==> src/design/pva_pkg.sv <==
// shared types and constants for the voice allocator
package pva_pkg;

  localparam int VOICES  = 32;
  localparam int NOTES   = 128;
  localparam int VOICE_W = $clog2(VOICES);
  localparam int NOTE_W  = $clog2(NOTES);
  localparam int VEL_W   = 7;
  localparam int FREQ_W  = 32;
  localparam int STAMP_W = 32;
  localparam int ACT_W   = 3;

  // event kinds
  localparam logic [1:0] KIND_ON   = 2'd0;
  localparam logic [1:0] KIND_OFF  = 2'd1;
  localparam logic [1:0] KIND_DOWN = 2'd2;
  localparam logic [1:0] KIND_UP   = 2'd3;

  // voice command actions
  localparam logic [ACT_W-1:0] ACT_START     = 3'd0;
  localparam logic [ACT_W-1:0] ACT_RETRIG    = 3'd1;
  localparam logic [ACT_W-1:0] ACT_STEAL_REL = 3'd2;
  localparam logic [ACT_W-1:0] ACT_STEAL_ANY = 3'd3;
  localparam logic [ACT_W-1:0] ACT_RELEASE   = 3'd4;
  localparam logic [ACT_W-1:0] ACT_STOP      = 3'd5;

  // one voice entry as seen by the scan unit
  typedef struct packed {
    logic               busy;
    logic               rel;
    logic [NOTE_W-1:0]  key;
    logic [STAMP_W-1:0] stamp;
  } voice_rec_t;

  // outcome of a full voice scan
  typedef struct packed {
    logic               found;
    logic [VOICE_W-1:0] found_idx;
    logic               free_ok;
    logic [VOICE_W-1:0] free_idx;
    logic               rel_ok;
    logic [VOICE_W-1:0] rel_idx;
    logic [VOICE_W-1:0] any_idx;
  } scan_res_t;

  // voice command, last field in the lowest bits
  typedef struct packed {
    logic [FREQ_W-1:0]  freq;
    logic [VEL_W-1:0]   vel;
    logic [NOTE_W-1:0]  note;
    logic [ACT_W-1:0]   action;
    logic [VOICE_W-1:0] voice;
  } cmd_t;

  localparam int CMD_W   = $bits(cmd_t);
  localparam int MDATA_W = ((CMD_W + 7) / 8) * 8;
  localparam int SDATA_W = ((NOTE_W + VEL_W + FREQ_W + 7) / 8) * 8;

endpackage

==> src/design/polyphonic_voice_allocator_top.sv <==
// voice allocator top level: sequencer, voice state and pedal state
//
//  channel  dir  tdata                            tuser                  tlast
//  s_*      in   note, velocity, frequency_word   kind, immediate        -
//  m_*      out  voice_index, action, note_out,   -                      last
//                velocity_out, frequency_out
//
// note events pass every voice in turn through the shared scan unit, then
// apply the command, if any, and hand it off. pedal-up walks all 128 notes
// and runs a voice scan and release for each sustained note. pedal-down and
// deferred note-off skip the scan and go straight to the hand-off.
// s_tready is high only between events; the sequencer waits while the
// output register is full.
// reset clears voices, pedal and sustain marks at once, no clearing pass.
module polyphonic_voice_allocator_top (
  input  logic                          clk,
  input  logic                          rst,
  input  logic                          s_tvalid,
  output logic                          s_tready,
  // note, velocity, frequency_word, zero pad
  input  logic [pva_pkg::SDATA_W-1:0]   s_tdata,
  // kind, immediate
  input  logic [2:0]                    s_tuser,
  output logic                          m_tvalid,
  input  logic                          m_tready,
  // voice_index, action, note_out, velocity_out, frequency_out, zero pad
  output logic [pva_pkg::MDATA_W-1:0]   m_tdata,
  output logic                          m_tlast
);
  import pva_pkg::*;

  typedef enum logic [2:0] {S_IDLE, S_SCAN, S_APPLY, S_PED, S_DONE} state_t;
  typedef enum logic [1:0] {M_ON, M_STOP, M_REL} mode_t;

  state_t             state;
  mode_t              mode;
  logic               from_ped;
  logic [NOTE_W-1:0]  tgt;
  logic [VEL_W-1:0]   vel_r;
  logic [FREQ_W-1:0]  freq_r;
  logic [VOICE_W-1:0] vi;
  logic [NOTE_W-1:0]  k;
  logic [STAMP_W-1:0] evcount;
  logic               ped;
  logic [NOTES-1:0]   sust;

  logic [VOICES-1:0]  busy;
  logic [VOICES-1:0]  rel;
  logic [NOTE_W-1:0]  key   [VOICES];
  logic [STAMP_W-1:0] stamp [VOICES];

  cmd_t               pend;
  logic               pend_valid;

  // input fields
  logic [1:0]         in_kind;
  logic               in_imm;
  logic [NOTE_W-1:0]  in_note;
  logic [VEL_W-1:0]   in_vel;
  logic [FREQ_W-1:0]  in_freq;
  logic               in_go;

  assign in_kind = s_tuser[1:0];
  assign in_imm  = s_tuser[2];
  assign in_note = s_tdata[NOTE_W-1:0];
  assign in_vel  = s_tdata[NOTE_W+VEL_W-1:NOTE_W];
  assign in_freq = s_tdata[NOTE_W+VEL_W+FREQ_W-1:NOTE_W+VEL_W];
  assign s_tready = (state == S_IDLE);
  assign in_go    = s_tvalid && s_tready;

  // shared scan unit
  voice_rec_t rec;
  scan_res_t  res;
  logic       scan_step;

  assign rec.busy  = busy[vi];
  assign rec.rel   = rel[vi];
  assign rec.key   = key[vi];
  assign rec.stamp = stamp[vi];
  assign scan_step = (state == S_SCAN);

  pva_scan_unit u_scan (
    .clk     (clk),
    .rst     (rst),
    .step    (scan_step),
    .first   (vi == '0),
    .idx     (vi),
    .rec     (rec),
    .target  (tgt),
    .evcount (evcount),
    .res     (res)
  );

  // command chosen from the scan outcome
  cmd_t cmd;
  logic cmd_ok;
  logic out_free;
  logic apply_go;
  logic out_load;
  logic out_last;
  logic ped_end;

  always_comb begin
    cmd.note = tgt;
    cmd.vel  = '0;
    cmd.freq = '0;
    cmd_ok   = res.found;
    cmd.voice  = res.found_idx;
    cmd.action = ACT_RELEASE;
    case (mode)
      M_ON: begin
        cmd_ok  = 1'b1;
        cmd.vel = vel_r;
        if (res.found) begin
          cmd.action = ACT_RETRIG;
        end else if (res.free_ok) begin
          cmd.voice  = res.free_idx;
          cmd.action = ACT_START;
          cmd.freq   = freq_r;
        end else if (res.rel_ok) begin
          cmd.voice  = res.rel_idx;
          cmd.action = ACT_STEAL_REL;
          cmd.freq   = freq_r;
        end else begin
          cmd.voice  = res.any_idx;
          cmd.action = ACT_STEAL_ANY;
          cmd.freq   = freq_r;
        end
      end
      M_STOP:  cmd.action = ACT_STOP;
      default: cmd.action = ACT_RELEASE;
    endcase
  end

  assign apply_go = (state == S_APPLY) && (!cmd_ok || !pend_valid || out_free);
  assign out_last = (state == S_DONE);
  assign out_load = (apply_go && cmd_ok && pend_valid) ||
                    ((state == S_DONE) && pend_valid && out_free);
  assign ped_end  = (k == NOTE_W'(NOTES - 1));

  pva_out_stage u_out (
    .clk      (clk),
    .rst      (rst),
    .load     (out_load),
    .cmd      (pend),
    .cmd_last (out_last),
    .out_free (out_free),
    .m_tvalid (m_tvalid),
    .m_tready (m_tready),
    .m_tdata  (m_tdata),
    .m_tlast  (m_tlast)
  );

  // sequencer, voice state and pedal state
  always_ff @(posedge clk) begin
    if (rst) begin
      state      <= S_IDLE;
      mode       <= M_ON;
      from_ped   <= 1'b0;
      vi         <= '0;
      k          <= '0;
      evcount    <= '0;
      ped        <= 1'b0;
      sust       <= '0;
      busy       <= '0;
      rel        <= '0;
      pend_valid <= 1'b0;
    end else begin
      unique case (state)
        S_IDLE: begin
          if (in_go) begin
            evcount  <= evcount + 1'b1;
            tgt      <= in_note;
            vel_r    <= in_vel;
            freq_r   <= in_freq;
            vi       <= '0;
            k        <= '0;
            from_ped <= 1'b0;
            unique case (in_kind)
              KIND_ON: begin
                sust[in_note] <= 1'b0;
                mode          <= M_ON;
                state         <= S_SCAN;
              end
              KIND_OFF: begin
                if (in_imm) begin
                  mode  <= M_STOP;
                  state <= S_SCAN;
                end else if (ped) begin
                  sust[in_note] <= 1'b1;
                  state         <= S_DONE;
                end else begin
                  mode  <= M_REL;
                  state <= S_SCAN;
                end
              end
              KIND_DOWN: begin
                ped   <= 1'b1;
                state <= S_DONE;
              end
              default: state <= S_PED;
            endcase
          end
        end
        S_SCAN: begin
          vi <= vi + 1'b1;
          if (vi == VOICE_W'(VOICES - 1)) state <= S_APPLY;
        end
        S_APPLY: begin
          if (apply_go) begin
            if (cmd_ok) begin
              pend       <= cmd;
              pend_valid <= 1'b1;
              stamp[cmd.voice] <= evcount;
              case (mode)
                M_ON: begin
                  rel[cmd.voice]  <= 1'b0;
                  busy[cmd.voice] <= 1'b1;
                  key[cmd.voice]  <= tgt;
                end
                M_STOP: begin
                  busy[cmd.voice] <= 1'b0;
                  rel[cmd.voice]  <= 1'b0;
                end
                default: rel[cmd.voice] <= 1'b1;
              endcase
            end
            if (!from_ped) begin
              state <= S_DONE;
            end else if (ped_end) begin
              sust  <= '0;
              ped   <= 1'b0;
              state <= S_DONE;
            end else begin
              k     <= k + 1'b1;
              state <= S_PED;
            end
          end
        end
        S_PED: begin
          if (sust[k]) begin
            tgt      <= k;
            mode     <= M_REL;
            from_ped <= 1'b1;
            vi       <= '0;
            state    <= S_SCAN;
          end else if (ped_end) begin
            sust  <= '0;
            ped   <= 1'b0;
            state <= S_DONE;
          end else begin
            k <= k + 1'b1;
          end
        end
        S_DONE: begin
          if (!pend_valid) begin
            state <= S_IDLE;
          end else if (out_free) begin
            pend_valid <= 1'b0;
            state      <= S_IDLE;
          end
        end
        default: state <= S_IDLE;
      endcase
    end
  end

  // no command may be left pending between events
  a_idle_no_pend: assert property (@(posedge clk) disable iff (rst)
    state == S_IDLE |-> !pend_valid)
    else $error("pending command left at idle");

  // every accepted event advances the counter by one
  a_evcount: assert property (@(posedge clk) disable iff (rst)
    in_go |=> evcount == $past(evcount) + 1'b1)
    else $error("event counter did not advance");

  // end of a pedal-up walk clears the pedal and every sustain mark
  a_ped_clear: assert property (@(posedge clk) disable iff (rst)
    (state == S_PED && !sust[k] && ped_end) |=> (!ped && sust == '0))
    else $error("pedal-up left sustain state");

  // a note-on always produces a command when applied
  a_on_cmd: assert property (@(posedge clk) disable iff (rst)
    (apply_go && mode == M_ON) |=> pend_valid)
    else $error("note-on produced no command");

endmodule

==> src/design/pva_scan_unit.sv <==
// shared compare and age unit, visits one voice per cycle while step is high
module pva_scan_unit (
  input  logic                          clk,
  input  logic                          rst,
  input  logic                          step,
  input  logic                          first,
  input  logic [pva_pkg::VOICE_W-1:0]   idx,
  input  pva_pkg::voice_rec_t           rec,
  input  logic [pva_pkg::NOTE_W-1:0]    target,
  input  logic [pva_pkg::STAMP_W-1:0]   evcount,
  output pva_pkg::scan_res_t            res
);
  import pva_pkg::*;

  logic [STAMP_W-1:0] age;
  logic [STAMP_W-1:0] rel_age;
  logic [STAMP_W-1:0] any_age;
  logic               match;

  // wrapping age and key match of the visited voice
  assign age   = evcount - rec.stamp;
  assign match = rec.busy && (rec.key == target);

  // running candidates, lowest index wins ties
  always_ff @(posedge clk) begin
    if (rst) begin
      res.found   <= 1'b0;
      res.free_ok <= 1'b0;
      res.rel_ok  <= 1'b0;
    end else if (step) begin
      if (first) begin
        res.found     <= match;
        res.found_idx <= idx;
        res.free_ok   <= !rec.busy;
        res.free_idx  <= idx;
        res.rel_ok    <= rec.rel;
        res.rel_idx   <= idx;
        rel_age       <= age;
        res.any_idx   <= idx;
        any_age       <= age;
      end else begin
        if (match && !res.found) begin
          res.found     <= 1'b1;
          res.found_idx <= idx;
        end
        if (!rec.busy && !res.free_ok) begin
          res.free_ok  <= 1'b1;
          res.free_idx <= idx;
        end
        if (rec.rel && (!res.rel_ok || age > rel_age)) begin
          res.rel_ok  <= 1'b1;
          res.rel_idx <= idx;
          rel_age     <= age;
        end
        if (age > any_age) begin
          res.any_idx <= idx;
          any_age     <= age;
        end
      end
    end
  end

endmodule

==> src/design/pva_out_stage.sv <==
// output register for voice commands
module pva_out_stage (
  input  logic                          clk,
  input  logic                          rst,
  input  logic                          load,
  input  pva_pkg::cmd_t                 cmd,
  input  logic                          cmd_last,
  output logic                          out_free,
  output logic                          m_tvalid,
  input  logic                          m_tready,
  // voice_index, action, note_out, velocity_out, frequency_out, zero pad
  output logic [pva_pkg::MDATA_W-1:0]   m_tdata,
  output logic                          m_tlast
);
  import pva_pkg::*;

  assign out_free = !m_tvalid || m_tready;

  // hold one command until taken
  always_ff @(posedge clk) begin
    if (rst) begin
      m_tvalid <= 1'b0;
    end else if (load) begin
      m_tvalid <= 1'b1;
      m_tdata  <= MDATA_W'(cmd);
      m_tlast  <= cmd_last;
    end else if (m_tready) begin
      m_tvalid <= 1'b0;
    end
  end

endmodule
==> config.mk <==
export PLATFORM = sky130hd
export DESIGN_NAME = polyphonic_voice_allocator_top
export DESIGN_NICKNAME = d
export VERILOG_FILES = /design/src/design/pva_pkg.sv /design/src/design/polyphonic_voice_allocator_top.sv /design/src/design/pva_scan_unit.sv /design/src/design/pva_out_stage.sv
export SDC_FILE = /design/constraint.sdc
export NUM_CORES = 2
export LEC_CHECK = 0
export BUFFER_PORTS_ARGS = -buffer_cell sky130_fd_sc_hd__buf_2
export CORE_AREA = 2 2 382 384
export DETAILED_ROUTE_END_ITERATION = 8
export DIE_AREA = 0 0 384 386
export GPL_TIMING_DRIVEN = 0
export PLACE_DENSITY = 0.64
export SETUP_SLACK_MARGIN = 0.05
export SLEW_MARGIN = 20
export SYNTH_ARGS = -nofsm -noshare
export SYNTH_HDL_FRONTEND = slang
export SYNTH_SLANG_ARGS = --single-unit
export TNS_END_PERCENT = 20
==> constraint.sdc <==
create_clock -name clk -period 11.2 [get_ports clk]
set_input_delay 1.12 -clock clk [delete_from_list [all_inputs] [get_ports clk]]
set_output_delay 1.12 -clock clk [all_outputs]
set_load 0.005 [all_outputs]
**Yosys cells after proc, flatten, opt, wreduce, memory -nomap -nowiden**

Memory sizes are Yosys's and may differ from the RTL's. A register that Yosys moved wholly into a read port is not among the register bits.
Index checks and enable logic that the tools add are counted.

- Reductions and logical operators: 62
- Multiplexer cells: 100
- $add $sub $neg: 4
- Equal/unequal tests: 24
- Order comparisons: 8
- Bitwise operators: 10

Operators with widths:

| cell | number |
|---|---|
| $mux W128 | 7 |
| $pmux W128 S3 | 1 |
| $pmux W128 S2 | 1 |
| $mux W32 | 5 |
| $and A128 B128 Y128 | 1 |
| $not A128 Y128 | 1 |
| $or A128 B128 Y128 | 1 |
| $and A32 B32 Y32 | 2 |
| $gt A32 B32 Y1 | 2 |
| $or A32 B32 Y32 | 2 |
| $pmux W32 S2 | 1 |
| $mux W7 | 8 |
| $mux W5 | 9 |
| $mux W3 | 11 |
| $add A32 B1 Y32 const B | 1 |
| $not A32 Y32 | 1 |
| $sub A32 B32 Y32 | 1 |
| $mux W1 | 31 |
| $reduce_and A3 Y1 | 9 |
| $mux W6 | 4 |
| $mux W23 | 1 |
| $pmux W7 S3 | 1 |
| $lt A7 B8 Y1 const B | 2 |
| $reduce_bool A2 Y1 | 8 |
| 45 further kinds | 97 |

- Memories: 2
- Input port bits: 55
- Bits in writable memories: 1248
- Word-level logic and storage cells: 241
- Flip-flop bits (word level): 487

Memory list:

| name | words | bits a word | rd ports | clocked after Yosys merged registers in | wr ports | RTL line | source |
|---|---|---|---|---|---|---|---|
| stamp | 32 | 32 | 1 | 1 | 1 | polyphonic_voice_allocator_top.sv:50 | `logic [STAMP_W-1:0] stamp [VOICES];` |
| key | 32 | 7 | 1 | 1 | 1 | polyphonic_voice_allocator_top.sv:49 | `logic [NOTE_W-1:0] key [VOICES];` |

**Longest topological paths before layout**

- Depth after elaboration: 11
- Depth in mapped cells: 29

**Hierarchy**

A second synthesis with hierarchy kept.

- Cell total of the unflattened synthesis: 4310
- Area total of the unflattened synthesis: 72175.5 µm²

By module, submodules not included:

| module | area each (µm²) | cells an instance | instances | sequential area each (µm²) |
|---|---|---|---|---|
| polyphonic_voice_allocator_top | 64221.6 | 3627 | 1 | 45463.6 |
| pva_scan_unit | 6233.5 | 620 | 1 | 2582.5 |
| pva_out_stage | 1720.4 | 63 | 1 | 1671.6 |

**Worst setup path before layout**

No wires, ideal clock.

- Kind: flip-flop to flip-flop
- Start point: register with a tool-made name
- End point: register u_scan.any_age[0], enable pin
- Buffers on the path: 5
- Arrival: 7.832 ns
- Stages on the path, launching flop included: 28
- Slack: 2.924 ns
- Clock period less this slack: 8.276 ns
- Cells stage by stage: dfxtp_1 -> buf_2 -> buf_6 -> buf_4 -> buf_4 -> buf_2 -> mux4_2 -> mux4_2 -> mux2_2 -> ha_1 -> fa_1 -> nand2b_1 -> a21o_1 -> a211oi_1 -> o211ai_1 -> o31ai_1 -> a21oi_1 -> o21ai_0 -> a21oi_1 -> xnor2_1 -> ha_1 -> nand4_1 -> nor2_1 -> nand3_1 -> nor3_1 -> o21ai_0 -> a21o_1 -> a21oi_1

RTL lines:

| element | RTL line | source |
|---|---|---|
| to (signal assigned) | pva_scan_unit.sv:40 | `any_age <= age;` |
| to (signal assigned) | pva_scan_unit.sv:57 | `any_age <= age;` |
| to (decl) | pva_scan_unit.sv:17 | `logic [STAMP_W-1:0] any_age;` |

==> impl_metrics.toml <==
[routing]
first_iter_violations = 4627
wl_per_cell_microns = 27.6
routed_wl_mm = 182
ant_nets = 0
viasPerCell = 6.16
vias = 40600
drc_errors = 0
dr.pass1.iters = 6

[global_route]
grt_pass1_wl_mm = 266
antenna_found_initial = 9
groute.usage.overall_pct = 24.6
grt_remaining_overflow = 0
grt_pass1_vias = 40000
grt_max_degree = 55

[yosys]
syn_area_per_cell_sq_um = 17.2
yosysTopAreaCell = "edfxtp_1"
synth_area_sq_um = 71500
synth_ff_type = "edfxtp_1"
synthArstFlopShare_pct = 0
netlist_instances = 4152
yosysSeqAreaShare_pct = 69.5
yosys.area.top_type_share_pct = 62.4
ys_ff_latch = 1740
synth_edf_count = 1487
synthTopCellsByArea = "edfxtp_1 (62%), mux4_2 (14%), dfxtp_1 (7.1%)"
yosys_warnings = 0
synth_cell_types = 77
synthTopCellsByCount = "edfxtp_1 (1,487), mux4_2 (434), dfxtp_1 (253)"
yosysMostFrequentCell = "edfxtp_1"

[power]
p_leak_nw = 27.7
peakVddDrop_v = 0.000137
power.total_mw = 14.0
powerDensity_nw_per_um2 = 171

[final_layout]
n_fill_cell = 11100
multi_input_area_sq_um = 20500
finish.net_count = 4673
layout.cells.non_filler = 6589
area_delta_synth_final_pct = 14.4
fin_util_pct = 56.6
drive_gt1_share_pct = 22.6
register_area_sq_um = 49800

[timing]
clock_skew_ps = 35.2
rsz0062_at_grt = "false"
fin_crit_sh_pct = 92.9
period_needed_ps = 10400
whs_ps = 416
setup_viol = 0
hold_viol = 0
finalMaxSlewViolations = 0
slew_headroom_pct = 24.1
worst_slew_pin_slew_ps = 1140
max_freq_mhz = 96.1

[placed_design]
place_congestion = 0.890
dp_hpwl_mm = 122
port_buffers = 101
dp.cells = 6251

[cts]
clockRootBuffer = "clkbuf_16"
cts.sinks = 1740
cts_inserted_buffers = 176
postCtsResizedCells = 0
post_cts_buffers = 0
clkLatencyLatePin_ps = 820
htreeDepth = 4
clk_pin_slew_worst_paths_ps = 60
cts_hold_buf = 0
clockBufferDepth = 3
cts_tree = "yes"

[setup_path]
start_kind = "flop"
crit_path_max_incr_delay_ps = 860
arrival_ps = 10950
cp_top_family = "compound AO/OA/AOI/OAI gates"
criticalPathCategory = "reg -> reg"
crit_path_end_kind = "flop"
crit_buf_inv = 6
cp.required_ps = 11750
path_max_fanout = 29
slowest_stage = "buf_1"

[die]
fp.coreArea_sq_um = 145000
pin_count = 114
die_w_microns = 384
fp-row-count = 140
die_area_sq_um = 148000
die_h_microns = 386
start_util_pct = 49.5

[worst_hold_path]
hp-start = "pend[12]$_DFFE_PP_"
hold_class = "reg -> reg"

[flow_run]
cap_viol_max_count = 0

[outcome]
status = "complete, no violations"
==> sequential cells by signal, indices dropped and copies added, names as in the netlist, 23 cells and up, named ones only <==
name	cells
key	224
freq_r	32
sust	128
pend	54
stamp	1024
evcount	32
u_out.m_tdata	54
u_scan.rel_age	32
u_scan.any_age	32
u_scan.res	23
==> path summary, 6_finish.rpt <==
| path | endpoint | slack [ps] | depth (start not counted) |
|---|---|---|---|
| worst min register to register | u_out.m_tdata[12]$_DFFE_PP_ | 420 | 0 |
| worst min-delay path | u_out.m_tdata[12]$_DFFE_PP_ | 420 | 0 |
| worst max register to register | u_scan.rel_age[13]$_DFFE_PP_ | 800 | 28 |
| worst max-delay path | u_scan.rel_age[13]$_DFFE_PP_ | 800 | 28 |
==> cell families after synthesis <==
family,synth area share [%]
flip-flops,69.5
AO/OA/AOI/OAI,6.51
multiplexers,14.8
adder cells (fa/ha/maj),1.78
other,0.00524
XOR/XNOR,0.796
AND/OR/NAND/NOR,4.43
buffers and inverters,2.20
==> per-layer routing <==
metal  track usage (%)  up-vias  share of wire [%]
met2              39.1     1827                 48
met1              34.6    21000                 41
met5                 0        -                  0
li1                  -    17500                  -
met4              6.62        0                2.4
met3              5.07      317                8.3
==> placed cells by master (no fill, tap or decap), types with 21 or more instances in the layout <==
| master | count |
|---|---|
| edfxtp_1 | 1487 |
| mux4_2 | 434 |
| a21oi_1 | 232 |
| clkbuf_1 | 229 |
| dfxtp_1 | 221 |
| nand2_1 | 219 |
| clkbuf_16 | 176 |
| nor2_1 | 158 |
| buf_2 | 155 |
| a31oi_1 | 142 |
| o2bb2ai_1 | 128 |
| ha_1 | 100 |
| inv_1 | 83 |
| o21ai_0 | 59 |
| mux2i_1 | 54 |
| and2_1 | 47 |
| nand3_1 | 41 |
| nand4_1 | 41 |
| xor2_1 | 39 |
| buf_4 | 38 |
| clkinv_2 | 37 |
| a21o_1 | 34 |
| nor3_1 | 33 |
| clkinv_1 | 33 |
| dfxtp_2 | 32 |
| nor2_4 | 28 |
| buf_16 | 27 |
| xnor2_1 | 26 |
| buf_12 | 21 |
| and3_1 | 21 |
| a311oi_1 | 21 |
==> cell type report <==
class	instances	share of cell area (%)
flip-flops and latches	1740	60.8
clock buffers	228	5.74
multi-input cells	2053	25.1
clock inverters	100	1.11
well taps	1917	2.93
inverters	86	0.398
diodes	5	0.0153
repair buffers	186	2.40
plain buffers	274	1.54
==> metrics by stage <==
stage                     instance area (sq um)  setup TNS, ps  setup WS [ps]
after floorplan                           71500              0           2920
after global placement                    74400         -77290          -1330
after detailed placement                  76100              0            828
after CTS                                 81700              0            804
after global routing                      81800              0            299
final                                     81800              0            795
==> report_power, final <==
part | total [mW] | switching, mW | leakage, nW | internal [mW]
Combinational | 1.16 | 0.739 | 7.80 | 0.419
Clock | 5.71 | 2.50 | 2.76 | 3.21
Sequential | 7.09 | 0.0386 | 17.2 | 7.06
Power figures use the tool's default switching activity.
